**src/design/jgmm_pkg.sv**
```systemverilog
// jgmm_pkg: shared types, codes and helper functions for the joystick gear mode mapper
// no dependencies; used by every module of the block by scoped names
`timescale 1ns / 1ps

package jgmm_pkg;

	// mode codes
	localparam logic [2:0] MODE_NEUTRAL = 3'd0;
	localparam logic [2:0] MODE_GEAR1   = 3'd1;
	localparam logic [2:0] MODE_GEAR2   = 3'd2;
	localparam logic [2:0] MODE_GEAR3   = 3'd3;
	localparam logic [2:0] MODE_ADJ_A   = 3'd4;
	localparam logic [2:0] MODE_ADJ_B   = 3'd5;

	// configuration register indexes
	localparam logic [1:0] REG_STEP_LIMIT     = 2'd0;
	localparam logic [1:0] REG_LEVEL_MAX      = 2'd1;
	localparam logic [1:0] REG_HOLD_THRESHOLD = 2'd2;

	localparam logic [6:0] STEP_LIMIT_RST     = 7'd5;
	localparam logic [6:0] LEVEL_MAX_RST      = 7'd125;
	localparam logic [2:0] HOLD_THRESHOLD_RST = 3'd5;
	localparam logic [2:0] HOLD_COUNT_MAX     = 3'd7;

	localparam int IN_W  = 32;
	localparam int OUT_W = 72;

	localparam logic signed [10:0] NEUTRAL_DRIVE = 11'sd100;
	localparam logic signed [10:0] GEAR1_OFFSET  = 11'sd50;

	typedef struct packed {
		logic [6:0] step_limit;
		logic [6:0] level_max;
		logic [2:0] hold_threshold;
	} cfg_t;

	// declared msb first so the first field lands in the lowest bits
	typedef struct packed {
		logic              pad;
		logic              reset_key_b;
		logic              reset_key_a;
		logic              adjust_b_key;
		logic              adjust_a_key;
		logic              gear3_key;
		logic              gear2_key;
		logic              gear1_key;
		logic signed [7:0] stick_right_y;
		logic signed [7:0] stick_left_y;
		logic signed [7:0] stick_left_x;
	} in_item_t;

	typedef struct packed {
		logic [6:0]         pad;
		logic               reset_event;
		logic [6:0]         level_b1;
		logic [6:0]         level_a1;
		logic [6:0]         level_b0;
		logic [6:0]         level_a0;
		logic signed [7:0]  left_y_out;
		logic signed [10:0] drive_y;
		logic signed [10:0] drive_x;
		logic [2:0]         mode_before;
		logic [2:0]         mode_now;
	} out_item_t;

	// symmetric clamp of a stick value to +/-lim
	function automatic logic signed [7:0] clamp_step(logic signed [7:0] v, logic [6:0] lim);
		logic signed [8:0] v9;
		logic signed [8:0] p;
		logic signed [8:0] n;
		logic signed [7:0] r;
		v9 = {v[7], v};
		p  = {2'b00, lim};
		n  = -p;
		if (v9 <= n) begin
			r = n[7:0];
		end else if (v9 >= p) begin
			r = p[7:0];
		end else begin
			r = v;
		end
		return r;
	endfunction

	// add a clamped step to a level, saturating at 0 and lmax
	function automatic logic [6:0] level_add(logic [6:0] lvl, logic signed [7:0] d,
			logic [6:0] lmax);
		logic signed [9:0] sum;
		logic signed [9:0] mx;
		logic [6:0]        r;
		sum = signed'({3'b000, lvl}) + signed'({{2{d[7]}}, d});
		mx  = {3'b000, lmax};
		if (sum <= 10'sd0) begin
			r = 7'd0;
		end else if (sum >= mx) begin
			r = lmax;
		end else begin
			r = sum[6:0];
		end
		return r;
	endfunction

endpackage

```
**src/design/jgmm_cfg.sv**
```systemverilog
// jgmm_cfg: configuration registers written through the plain write port
// depends on jgmm_pkg
`timescale 1ns / 1ps

module jgmm_cfg (
	input  logic          clk,
	input  logic          arst_n,
	input  logic          cfg_we,
	input  logic [1:0]    cfg_index,
	input  logic [6:0]    cfg_data,
	output jgmm_pkg::cfg_t cfg
);

	jgmm_pkg::cfg_t cfg_q;

	always_ff @(posedge clk or negedge arst_n) begin
		if (!arst_n) begin
			cfg_q.step_limit     <= jgmm_pkg::STEP_LIMIT_RST;
			cfg_q.level_max      <= jgmm_pkg::LEVEL_MAX_RST;
			cfg_q.hold_threshold <= jgmm_pkg::HOLD_THRESHOLD_RST;
		end else if (cfg_we) begin
			unique case (cfg_index)
				jgmm_pkg::REG_STEP_LIMIT:     cfg_q.step_limit     <= cfg_data;
				jgmm_pkg::REG_LEVEL_MAX:      cfg_q.level_max      <= cfg_data;
				jgmm_pkg::REG_HOLD_THRESHOLD: cfg_q.hold_threshold <= cfg_data[2:0];
				default: begin
				end
			endcase
		end
	end

	assign cfg = cfg_q;

endmodule

```
**src/design/jgmm_core.sv**
```systemverilog
// jgmm_core: mode selection, drive scaling, hold counter and auxiliary levels
// depends on jgmm_pkg; state advances once per item moved to the result register
`timescale 1ns / 1ps

module jgmm_core (
	input  logic                clk,
	input  logic                arst_n,
	input  logic                adv,
	input  jgmm_pkg::in_item_t  item,
	input  jgmm_pkg::cfg_t      cfg,
	output jgmm_pkg::out_item_t result
);

	logic [2:0] mode_q;
	logic [2:0] hold_q;
	logic [6:0] lvl_q [4];

	logic              chord;
	logic              adj_a;
	logic              adj_b;
	logic [2:0]        hold_inc;
	logic              fired;
	logic [2:0]        hold_nxt;
	logic [6:0]        base [4];
	logic [6:0]        lvl_nxt [4];
	logic signed [7:0] ly_c;
	logic signed [7:0] ry_c;
	logic [6:0]        sum_lo;
	logic [6:0]        sum_hi;
	logic signed [10:0] x11;
	logic signed [10:0] ry11;
	logic signed [10:0] xp;
	logic signed [10:0] half;
	logic [2:0]        mode;
	logic signed [10:0] dx;
	logic signed [10:0] dy;
	logic signed [7:0] oly;

	assign chord = !item.reset_key_a && !item.reset_key_b;
	assign adj_a = !item.adjust_a_key;
	assign adj_b = !item.adjust_b_key;

	// count saturates at seven, so a threshold of seven never fires
	assign hold_inc = (hold_q < jgmm_pkg::HOLD_COUNT_MAX) ? hold_q + 3'd1 : hold_q;
	assign fired    = chord && (hold_inc > cfg.hold_threshold);
	assign hold_nxt = (chord && !fired) ? hold_inc : 3'd0;

	assign ly_c = jgmm_pkg::clamp_step(item.stick_left_y, cfg.step_limit);
	assign ry_c = jgmm_pkg::clamp_step(item.stick_right_y, cfg.step_limit);

	assign x11  = {{3{item.stick_left_x[7]}}, item.stick_left_x};
	assign ry11 = {{3{item.stick_right_y[7]}}, item.stick_right_y};
	assign xp   = x11 + jgmm_pkg::NEUTRAL_DRIVE;
	// halve rounding toward zero
	assign half = (xp + signed'({10'd0, xp[10]})) >>> 1;

	always_comb begin
		for (int k = 0; k < 4; k++) begin
			base[k] = fired ? 7'd0 : lvl_q[k];
		end
		lvl_nxt = base;
		sum_lo  = 7'd0;
		sum_hi  = 7'd0;
		oly     = item.stick_left_y;
		if (adj_a || adj_b) begin
			sum_lo = jgmm_pkg::level_add(adj_a ? base[0] : base[1], ly_c, cfg.level_max);
			sum_hi = jgmm_pkg::level_add(adj_a ? base[2] : base[3], ry_c, cfg.level_max);
			if (adj_a) begin
				lvl_nxt[0] = sum_lo;
				lvl_nxt[2] = sum_hi;
			end else begin
				lvl_nxt[1] = sum_lo;
				lvl_nxt[3] = sum_hi;
			end
			dx   = x11;
			dy   = {{3{ry_c[7]}}, ry_c};
			oly  = ly_c;
			mode = adj_a ? jgmm_pkg::MODE_ADJ_A : jgmm_pkg::MODE_ADJ_B;
		end else if (item.gear1_key) begin
			dx   = half + jgmm_pkg::GEAR1_OFFSET;
			dy   = ry11 + jgmm_pkg::NEUTRAL_DRIVE;
			mode = jgmm_pkg::MODE_GEAR1;
		end else if (item.gear2_key) begin
			dx   = xp;
			dy   = (ry11 <<< 1) + jgmm_pkg::NEUTRAL_DRIVE;
			mode = jgmm_pkg::MODE_GEAR2;
		end else if (item.gear3_key) begin
			dx   = (x11 <<< 1) + jgmm_pkg::NEUTRAL_DRIVE;
			dy   = (ry11 <<< 2) + jgmm_pkg::NEUTRAL_DRIVE;
			mode = jgmm_pkg::MODE_GEAR3;
		end else begin
			dx   = jgmm_pkg::NEUTRAL_DRIVE;
			dy   = jgmm_pkg::NEUTRAL_DRIVE;
			mode = jgmm_pkg::MODE_NEUTRAL;
		end
	end

	always_ff @(posedge clk or negedge arst_n) begin
		if (!arst_n) begin
			mode_q <= jgmm_pkg::MODE_NEUTRAL;
			hold_q <= 3'd0;
			for (int k = 0; k < 4; k++) begin
				lvl_q[k] <= 7'd0;
			end
		end else if (adv) begin
			mode_q <= mode;
			hold_q <= hold_nxt;
			lvl_q  <= lvl_nxt;
		end
	end

	always_comb begin
		result             = '0;
		result.mode_now    = mode;
		result.mode_before = mode_q;
		result.drive_x     = dx;
		result.drive_y     = dy;
		result.left_y_out  = oly;
		result.level_a0    = lvl_nxt[0];
		result.level_b0    = lvl_nxt[1];
		result.level_a1    = lvl_nxt[2];
		result.level_b1    = lvl_nxt[3];
		result.reset_event = fired;
	end

endmodule

```
**src/design/joystick_gear_mode_mapper.sv**
```systemverilog
// joystick_gear_mode_mapper: top level, input register, result register and handshake
// depends on jgmm_pkg, jgmm_cfg, jgmm_core
//
//  channel   direction  handshake                    payload
//  s_axis    in         s_axis_tvalid/s_axis_tready  s_axis_tdata[31:0] one scan sample
//  m_axis    out        m_axis_tvalid/m_axis_tready  m_axis_tdata[71:0] one result
//  cfg       in         cfg_we (no wait)             cfg_index[1:0], cfg_data[6:0]
//
// one item per cycle sustained while m_axis_tready is high; result valid once registered
// the input register feeds the core logic, which updates state as its result is registered
// while the result register is stalled the input register still takes one more item
// reset clears all valid flags, the mode, the hold count and the four levels
`timescale 1ns / 1ps

module joystick_gear_mode_mapper (
	input  logic        clk,
	input  logic        arst_n,
	input  logic        s_axis_tvalid,
	output logic        s_axis_tready,
	// stick_left_x, stick_left_y, stick_right_y, gear1_key, gear2_key, gear3_key,
	// adjust_a_key, adjust_b_key, reset_key_a, reset_key_b, zero pad
	input  logic [31:0] s_axis_tdata,
	output logic        m_axis_tvalid,
	input  logic        m_axis_tready,
	// mode_now, mode_before, drive_x, drive_y, left_y_out, level_a0, level_b0,
	// level_a1, level_b1, reset_event, zero pad
	output logic [71:0] m_axis_tdata,
	input  logic        cfg_we,
	input  logic [1:0]  cfg_index,
	input  logic [6:0]  cfg_data
);

	jgmm_pkg::cfg_t      cfg;
	jgmm_pkg::in_item_t  item_s1;
	jgmm_pkg::out_item_t result;
	jgmm_pkg::out_item_t res_s2;
	logic                v_s1;
	logic                v_s2;
	logic                adv;
	logic                in_acc;

	assign adv           = v_s1 && (!v_s2 || m_axis_tready);
	assign s_axis_tready = !v_s1 || adv;
	assign in_acc        = s_axis_tvalid && s_axis_tready;

	jgmm_cfg u_cfg (
		.clk       (clk),
		.arst_n    (arst_n),
		.cfg_we    (cfg_we),
		.cfg_index (cfg_index),
		.cfg_data  (cfg_data),
		.cfg       (cfg)
	);

	jgmm_core u_core (
		.clk    (clk),
		.arst_n (arst_n),
		.adv    (adv),
		.item   (item_s1),
		.cfg    (cfg),
		.result (result)
	);

	always_ff @(posedge clk or negedge arst_n) begin
		if (!arst_n) begin
			v_s1 <= 1'b0;
			v_s2 <= 1'b0;
		end else begin
			if (in_acc) begin
				v_s1 <= 1'b1;
			end else if (adv) begin
				v_s1 <= 1'b0;
			end
			if (adv) begin
				v_s2 <= 1'b1;
			end else if (m_axis_tready) begin
				v_s2 <= 1'b0;
			end
		end
	end

	always_ff @(posedge clk) begin
		if (in_acc) begin
			item_s1 <= jgmm_pkg::in_item_t'(s_axis_tdata);
		end
		if (adv) begin
			res_s2 <= result;
		end
	end

	assign m_axis_tvalid = v_s2;
	assign m_axis_tdata  = res_s2;

endmodule

```
**config.mk**
```make
export PLATFORM = sky130hd
export DESIGN_NAME = joystick_gear_mode_mapper
export DESIGN_NICKNAME = d
export VERILOG_FILES = /design/src/design/jgmm_pkg.sv /design/src/design/jgmm_cfg.sv /design/src/design/jgmm_core.sv /design/src/design/joystick_gear_mode_mapper.sv
export SDC_FILE = /design/constraint.sdc
export NUM_CORES = 1
export LEC_CHECK = 0
export CORE_MARGIN = 2
export CORE_UTILIZATION = 65
export CTS_CLUSTER_DIAMETER = 60
export DETAILED_ROUTE_END_ITERATION = 10
export DONT_BUFFER_PORTS = 1
export PLACE_DENSITY = 0.92
export RECOVER_POWER = 100
export REMOVE_ABC_BUFFERS = 1
export SETUP_SLACK_MARGIN = 0.05
export SKIP_CTS_REPAIR_TIMING = 1
export SLEW_MARGIN = 25
export SYNTH_ARGS = -nofsm -noshare
export SYNTH_HDL_FRONTEND = slang
export SYNTH_HIERARCHICAL = 1
export SYNTH_SLANG_ARGS = --single-unit
```
**constraint.sdc**
```tcl
create_clock -name clk -period 20.1 [get_ports clk]
set_input_delay 1.005 -clock clk [delete_from_list [all_inputs] [get_ports clk]]
set_output_delay 1.005 -clock clk [all_outputs]
set_load 0.005 [all_outputs]
```
* Word level (Yosys, flattened, before mapping) *
Index checks and enable logic that the tools add are counted.

storage, ports and cells
  register bits after elaboration = 149
  output and inout port bits = 74
  word-level logic and storage cells = 114

operators by class
  add/sub/neg operators = 11
  muxes and demuxes = 39
  magnitude comparators = 10
  equal/unequal tests = 2
  reductions and logical operators = 21

operator list
  cell                                                                               count
  7-bit two-way mux                                                                  14
  11-bit two-way mux                                                                 8
  8-bit two-way mux                                                                  5
  28-bit two-way mux                                                                 1
  9-bit by 8-bit adder with 10-bit output, second input constant                     2
  10-bit by 8-bit greater-or-equal comparator with 1-bit output                      2
  10-bit by 1-bit less-or-equal comparator with 1-bit output, second input constant  2
  8-bit by 8-bit adder with 9-bit output                                             2
  8-bit by 8-bit adder with 9-bit output, second input constant                      2
  8-bit by 9-bit less-or-equal comparator with 1-bit output                          2
  8-bit greater-or-equal comparator                                                  2
  3-bit two-way mux                                                                  5
  10-bit by 7-bit adder with 11-bit output, second input constant                    1
  10-bit by 8-bit adder with 11-bit output, second input constant                    1
  9-bit by 2-bit adder with 10-bit output                                            1
  7-bit negator with 9-bit output                                                    1
  1-bit zero test                                                                    7
  2-bit AND reduction                                                                3
  1-bit logical AND                                                                  5
  1-bit two-way mux                                                                  5
  2-bit nonzero test                                                                 2
  3-bit by 1-bit adder with 3-bit output, second input constant                      1
  3-bit greater-than comparator                                                      1
  1-bit logical OR                                                                   3
  other kinds (5)                                                                    5

* Depth between registers and ports, before layout *
Gate-level depths: netlist of run 1.

  depth in word-level cells = 12
  mapped depth = 33
  mapped depth without buffers = 30

* By module *
Netlist of run 1, hierarchy kept.

modules (own cells, without submodules)
  module                     cells an instance  instances  area each (um^2)
  jgmm_core                  878                1          6392.4
  joystick_gear_mode_mapper  112                1          3226.8
  jgmm_cfg                   37                 1          666.9

* Worst setup path after synthesis of run 1 *
OpenSTA, ideal clock, no wires.

  path type = register to register
  from = reg u_cfg.cfg_q (netlist bit u_cfg/cfg[11])
  to = reg res_s2 (netlist bit m_axis_tdata[57]), data pin
  setup slack = 13453 ps
  period minus slack after synthesis = 6647 ps
  library setup time = 265 ps
  buffers on the path = 5
  arrival = 6382 ps
  cell stages (with the launch flop) = 31
  required time = 19835 ps
  cell sequence = dfrtp_1 -> inv_1 -> ha_1 -> or3b_1 -> buf_2 -> xnor2_1 -> ha_1 -> nand4_1 -> or4_1 -> o41a_1 -> o221ai_2 -> buf_6 -> buf_4 -> clkbuf_1 -> nand2_1 -> o21ai_0 -> inv_1 -> fa_1 -> nand2b_1 -> or4_1 -> and4_4 -> o41ai_2 -> and3_1 -> nor2_1 -> ha_1 -> o21ai_0 -> nand2b_1 -> and2b_1 -> buf_4 -> mux2i_1 -> o21ai_1

RTL lines
  element                 line                             RTL
  start: declaration      jgmm_cfg.sv:14                   jgmm_pkg::cfg_t cfg_q;
  end signal: assignment  joystick_gear_mode_mapper.sv:87  res_s2 <= result;
  end: declaration        joystick_gear_mode_mapper.sv:36  jgmm_pkg::out_item_t res_s2;

==> summary.txt, run 1 <==
GRT
  • Largest net degree at the start of global routing: 75
  • First-pass GRT wire length: 39600 um
  • Total GRT Usage: a little under a third
  • Initial antenna violation count: 0
  • Number of global-route vias before repair: 7920
  • Global route overflow: 0

Power and ir drop
  • Worst VDD drop: a little over 0.08 mV
  • Power per cell area: between 100 and 150 nW/um^2
  • P_leak: around 0.0044 uW

STA
  • Worst-Margin Slew: ~3.8 ns
  • Clk_skew: approximately 0.0077 ns
  • Endpoints failing hold: 0
  • # setup viols final: 0
  • Final critical-path required period: 9.23 ns
  • Relative slew slack: -156%
  • Final hold slack: 0.262 ns
  • RSZ-0062 raised after global routing: no
  • Tcrit/Tclk final: 45.9%
  • Fmax: about 110 MHz
  • Max Slew Vio Count: roughly 140
  • Total Neg Setup Slack: 0 ns

Setup path
  • Worst setup EP type: flip-flop
  • Arr. time, crit path: around 9.4 ns
  • Worst path slowest cell: clkbuf_1
  • Req. time, crit path: about 20 ns
  • Crit-path most repeated cell: ha_1
  • CP startpoint kind: flip-flop
  • CP Max Fanout: 31
  • Worst path max stage delay: 0.86 ns
  • Buf/Inv on CP: 4
  • Crit path depth: 27
  • Crit-path leading delay family: simple AND/OR/NAND/NOR gates
  • Critical path class: reg -> reg
  • R2R depth: 27

Die
  • Die Wd: ~130 um
  • Initial core utilization: between 60% and 70%
  • # rows: 45
  • Die height: approximately 130 um
  • Io pins: 120
  • Die ar.: approximately 17000 sq um
  • Core Area: 15300 sq um

Place
  • # port buffers: 0
  • HPWL after DPL: 17600 um
  • Inst Count DP: approximately 1200
  • Routability cong.: 0.916

Final layout
  • Final instance count without filler cells: 1235
  • Layout cell share with drive strength beyond 1: slightly below 10%
  • # nets final: ~1100
  • Ant diodes: 0
  • Area Overhead vs Synth: 6.47%

Drt
  • Routed vias: between 8000 and 9000
  • Routed Antenna Nets: 0
  • WL final: approximately 25000 um
  • DR pass1 iterations: 6
  • DR WL/cell: 20.1 um
  • DRC: 0
  • Iteration-0 DRC count of the detailed router: approximately 1000
  • Vias/cell: 6.61

Clock tree
  • CTS Sinks: approximately 160
  • Clock buffer depth: 2
  • Worst-path clk slew: about 0.06 ns
  • CTS tree: built
  • Htree depth: 4
  • Clk Latency, worst-skew pair: about 0.43 ns
  • Root buffer cell: clkbuf_16
  • Num CTS Buffers: 17

Worst hold path
  • Hold crit path type: in -> async

Job
  • Max_cap viols: 3

Outcome
  • Failing checks: capacitance limit, slew limit
  • Status: complete, but fails checks

Logic synthesis
  • Yosys warns: 6
  • Post-Syn Instances: between 1000 and 1500
  • Post-synthesis cell area: a little over 10000 sq um
  • Synthesized area per cell: 10.0 sq um
-- metrics by stage --
step / worst slack (ns) / cell area [sq um] / utilization [%] / total power [uW]
floorplan: 12.83 / 10100 / - / 942
global placement: 12.27 / 10400 / 67.7 / 1060
detailed placement: 12.15 / 10400 / 67.7 / 1090
CTS: 12.11 / 11000 / 71.8 / 1440
global route: 10.40 / 10900 / 71.3 / 1520
finish: 10.87 / 10900 / 71.3 / 1430
-- placed cells by master, fill, tap and decap left out, types with 5 or more instances in the layout --
cell type / instances
and3_1: 11
a221oi_1: 11
conb_1: 7
nor2b_1: 7
xor2_1: 8
nand2_1: 120
mux2i_1: 32
nand3_1: 27
nor3_1: 23
nand3b_1: 5
o21ai_0: 94
ha_1: 67
o21ai_2: 9
mux2_2: 21
nor4_1: 5
nand2b_1: 16
a21o_1: 20
nor2_1: 63
inv_1: 57
dfstp_2: 9
a31oi_1: 5
clkbuf_1: 7
o21ai_1: 7
o211ai_1: 8
o22ai_1: 5
dfrtp_1: 43
xnor2_1: 33
clkbuf_16: 17
and2_0: 5
a21oi_1: 59
a211oi_1: 7
edfxtp_1: 103
or4_1: 7
-- final cells by class --
type | count | area (sq um)
Multi-Input combinational cell | 770 | 5350
Sequential cell | 156 | 4430
Fill cell | 1079 | 4400
Clock buffer | 19 | 433
Tap cell | 211 | 264
Inverter | 61 | 229
Clock inverter | 13 | 190
Timing Repair Buffer | 5 | 18.8
-- report_power, final --
| part | leakage [uW] | internal, uW | switching (uW) |
|---|---|---|---|
| logic | 0.00249 | 234 | 374 |
| registers | 0.00166 | 425 | 57.3 |
| clock network | 0.000291 | 209 | 132 |
-- worst paths after layout --
kind                                   from                to  slack [ns]
hold reg to reg            u_core/mode_q[2]   m_axis_tdata[5]        0.45
setup / recovery              u_cfg/cfg[10]  m_axis_tdata[62]       10.87
min in group clk           u_core/mode_q[2]   m_axis_tdata[5]        0.45
setup reg to reg              u_cfg/cfg[10]  m_axis_tdata[62]       10.87
hold / removal                       arst_n     u_cfg/cfg[15]        0.26
max in group asynchronous            arst_n      u_cfg/cfg[3]       19.66
-- per-layer routing --
metal,track usage [%],vias to the layer above,wire [um]
met3,8.63,83,2340
met4,13.0,0,762
met5,0,-,0
met1,39.3,3846,10100
met2,48.3,493,11600
li1,-,3736,-
-- registers in the layout, summed over array words and instances, names as in the netlist --
signal         cells
m_axis_tvalid      1
u_core/hold_q      3
u_core/mode_q      3
u_core/lvl_q      28
item_s1           31
m_axis_tdata      72
u_cfg/cfg         17
v_s1               1
Note: power is estimated with default switching activity, not from simulation.
==> run 2, diff against run 1 <==
--- a/config.mk
+++ b/config.mk
@@ -5,6 +5,7 @@
 export SDC_FILE = /design/constraint.sdc
 export NUM_CORES = 1
 export LEC_CHECK = 0
+export ABC_AREA = 1
 export CORE_MARGIN = 2
 export CORE_UTILIZATION = 65
 export CTS_CLUSTER_DIAMETER = 60
==> constraint.sdc (replaced) <==
create_clock -name clk -period 8.5 [get_ports clk]
set_input_delay 0.425 -clock clk [delete_from_list [all_inputs] [get_ports clk]]
set_output_delay 0.425 -clock clk [all_outputs]
set_load 0.005 [all_outputs]
==> run 2 against run 1 <==
Against the previous run: the flow still finishes with violations (capacitance limit, slew limit); clock power up 140%; global-route usage down 0.38 points; routed wire length up 2.7%; worst hold slack worse by 0.18 ns; final cell count up 21%; count of clock-buffer cells in the layout up 3; critical endpoint is now u_core/lvl_q[24]; highest routed layer unchanged.
==> summary.txt, run 2 <==
GRT
  • Number of global-route vias before repair: 8600
  • Total GRT Usage: around 30%
  • Initial antenna violation count: 1
  • First-pass GRT wire length: 41600 um
  • Global route overflow: 0
  • Largest net degree at the start of global routing: 82

STA
  • Clk_skew: approximately 0.015 ns
  • Tcrit/Tclk final: ~82%
  • RSZ-0062 raised after global routing: no
  • Endpoints failing hold: 0
  • Worst-Margin Slew: approximately 3.9 ns
  • Final hold slack: ~0.086 ns
  • Fmax: approximately 140 MHz
  • Relative slew slack: -157%
  • Total Neg Setup Slack: 0 ns
  • Final critical-path required period: around 7 ns
  • Max Slew Vio Count: 251
  • # setup viols final: 0

Job
  • Max_cap viols: 5

Place
  • Placed cell area: roughly 11000 sq um
  • # port buffers: 0
  • HPWL after DPL: ~18000 um
  • Routability cong.: around 0.95
  • Inst Count DP: approximately 1500

Worst hold path
  • Hold crit path type: in -> reg
  • Worst Hold Path EP: item_s1[29]
  • Hold depth: 0
  • Worst Min Path Start: s_axis_tdata[29]

Die
  • Core Area: 15800 sq um
  • Initial core utilization: between 60% and 70%
  • Die Wd: about 130 um
  • # rows: 46
  • Die height: between 100 and 150 um
  • Io pins: 120
  • Die ar.: 17200 sq um

Power and ir drop
  • Clk pwr share: 23.3%
  • Switching Share: roughly two fifths
  • Power per cell area: about 310 nW/um^2
  • Sequential Power Share: about a third
  • Worst VDD drop: approximately 0.17 mV
  • Internal power: ~2000 uW
  • P_leak: 0.00526 uW
  • P_sw: ~1400 uW
  • Gate power share: 44.8%

Drt
  • Routed Antenna Nets: 0
  • WL final: 25500 um
  • DRC: 0
  • DR WL/cell: around 17 um
  • DR pass1 iterations: 6
  • Vias/cell: 6.06
  • Iteration-0 DRC count of the detailed router: about 1100
  • Routed vias: approximately 9000

Logic synthesis
  • Synthesized area per cell: approximately 8 sq um
  • Post-synthesis cell area: between 10000 and 15000 sq um
  • Yosys warns: 6
  • Post-Syn Instances: ~1300

Final layout
  • Most common cell after layout, fill and taps aside: nand2_1
  • Area Overhead vs Synth: 5.81%
  • Final instance count without filler cells: 1500
  • Fin area: roughly 11000 sq um
  • Most frequent cells in the layout: nand2_1, inv_1, nand3_1, edfxtp_1, o21ai_0
  • Largest register FFs: 72
  • Layout cell share with drive strength beyond 1: 7.09%
  • # nets final: roughly 1400

Setup path
  • Worst setup EP type: flip-flop
  • R2R Setup Slk: roughly 1.6 ns
  • Crit-path most repeated cell: nand2_1
  • Worst r2r src: u_cfg/cfg[10]
  • R2R depth: 34
  • Arr. time, crit path: between 7 and 8 ns
  • Req. time, crit path: 8.78 ns
  • Crit-path leading delay family: simple AND/OR/NAND/NOR gates
  • CP startpoint kind: flip-flop
  • Critical path class: reg -> reg
  • Worst path max stage delay: roughly 0.65 ns
  • Worst path slowest cell: dfstp_1
  • Crit Reg-Reg Endpoint: u_core/lvl_q[24]
  • CP Max Fanout: 9
  • Buf/Inv on CP: 5

Clock tree
  • Clk Latency, worst-skew pair: 0.43 ns
  • Clock buffer depth: 2
  • Htree depth: 4
  • CTS tree: built
  • Worst-path clk slew: roughly 0.06 ns
  • Num CTS Buffers: 17
  • Root buffer cell: clkbuf_16
  • CTS Sinks: 156

Outcome
  • Failing checks: capacitance limit, slew limit
  • Status: complete, but fails checks
-- run 2: routing by layer --
layer,track usage (%),up-vias,routed length [um]
met5,0,-,0
met1,39.9,4244,10700
met2,50.0,490,12300
met3,5.71,55,1980
li1,-,4294,-
met4,9.96,0,543
-- run 2: power groups by stage --
stage,sequential [uW],clock (uW),combinational [uW]
5_1_grt,1110,840,1750
3_5_place_dp,1110,0,1560
3_3_place_gp,1100,0,1510
6_report,1100,799,1540
4_1_cts,1100,810,1580
2_1_floorplan,1080,0,1240
-- run 2: through the flow --
stage	util, %	worst slack, ns	power (uW)
final	70.2	1.56	3440
after global routing	70.2	1.10	3700
after CTS	70.8	2.26	3480
after detailed placement	66.8	2.31	2670
after global placement	66.8	2.33	2610
after floorplan	-	-0.166	2330
-- run 2: area by class of cell --
cell class / instances / area [sq um]
Fill cell: 1196 / 4720
Clock inverter: 10 / 138
Multi-Input combinational cell: 947 / 5220
Tap cell: 216 / 270
Sequential cell: 156 / 4430
Timing Repair Buffer: 9 / 43.8
Inverter: 139 / 522
Antenna cell: 1 / 2.50
Clock buffer: 22 / 487
-- run 2: worst max-delay path by stage --
stage                              from                to  slack [ns]  depth (start not counted)
final                     u_cfg/cfg[10]  u_core/lvl_q[24]        1.56                         34
after global routing      u_cfg/cfg[10]  u_core/lvl_q[24]        1.10                         37
after CTS                 u_cfg/cfg[10]  m_axis_tdata[63]        2.26                         32
after detailed placement  u_cfg/cfg[10]  m_axis_tdata[63]        2.31                         32
after global placement    u_cfg/cfg[11]  m_axis_tdata[63]        2.33                         33
after floorplan           m_axis_tvalid  u_core/hold_q[0]       -0.17                          5
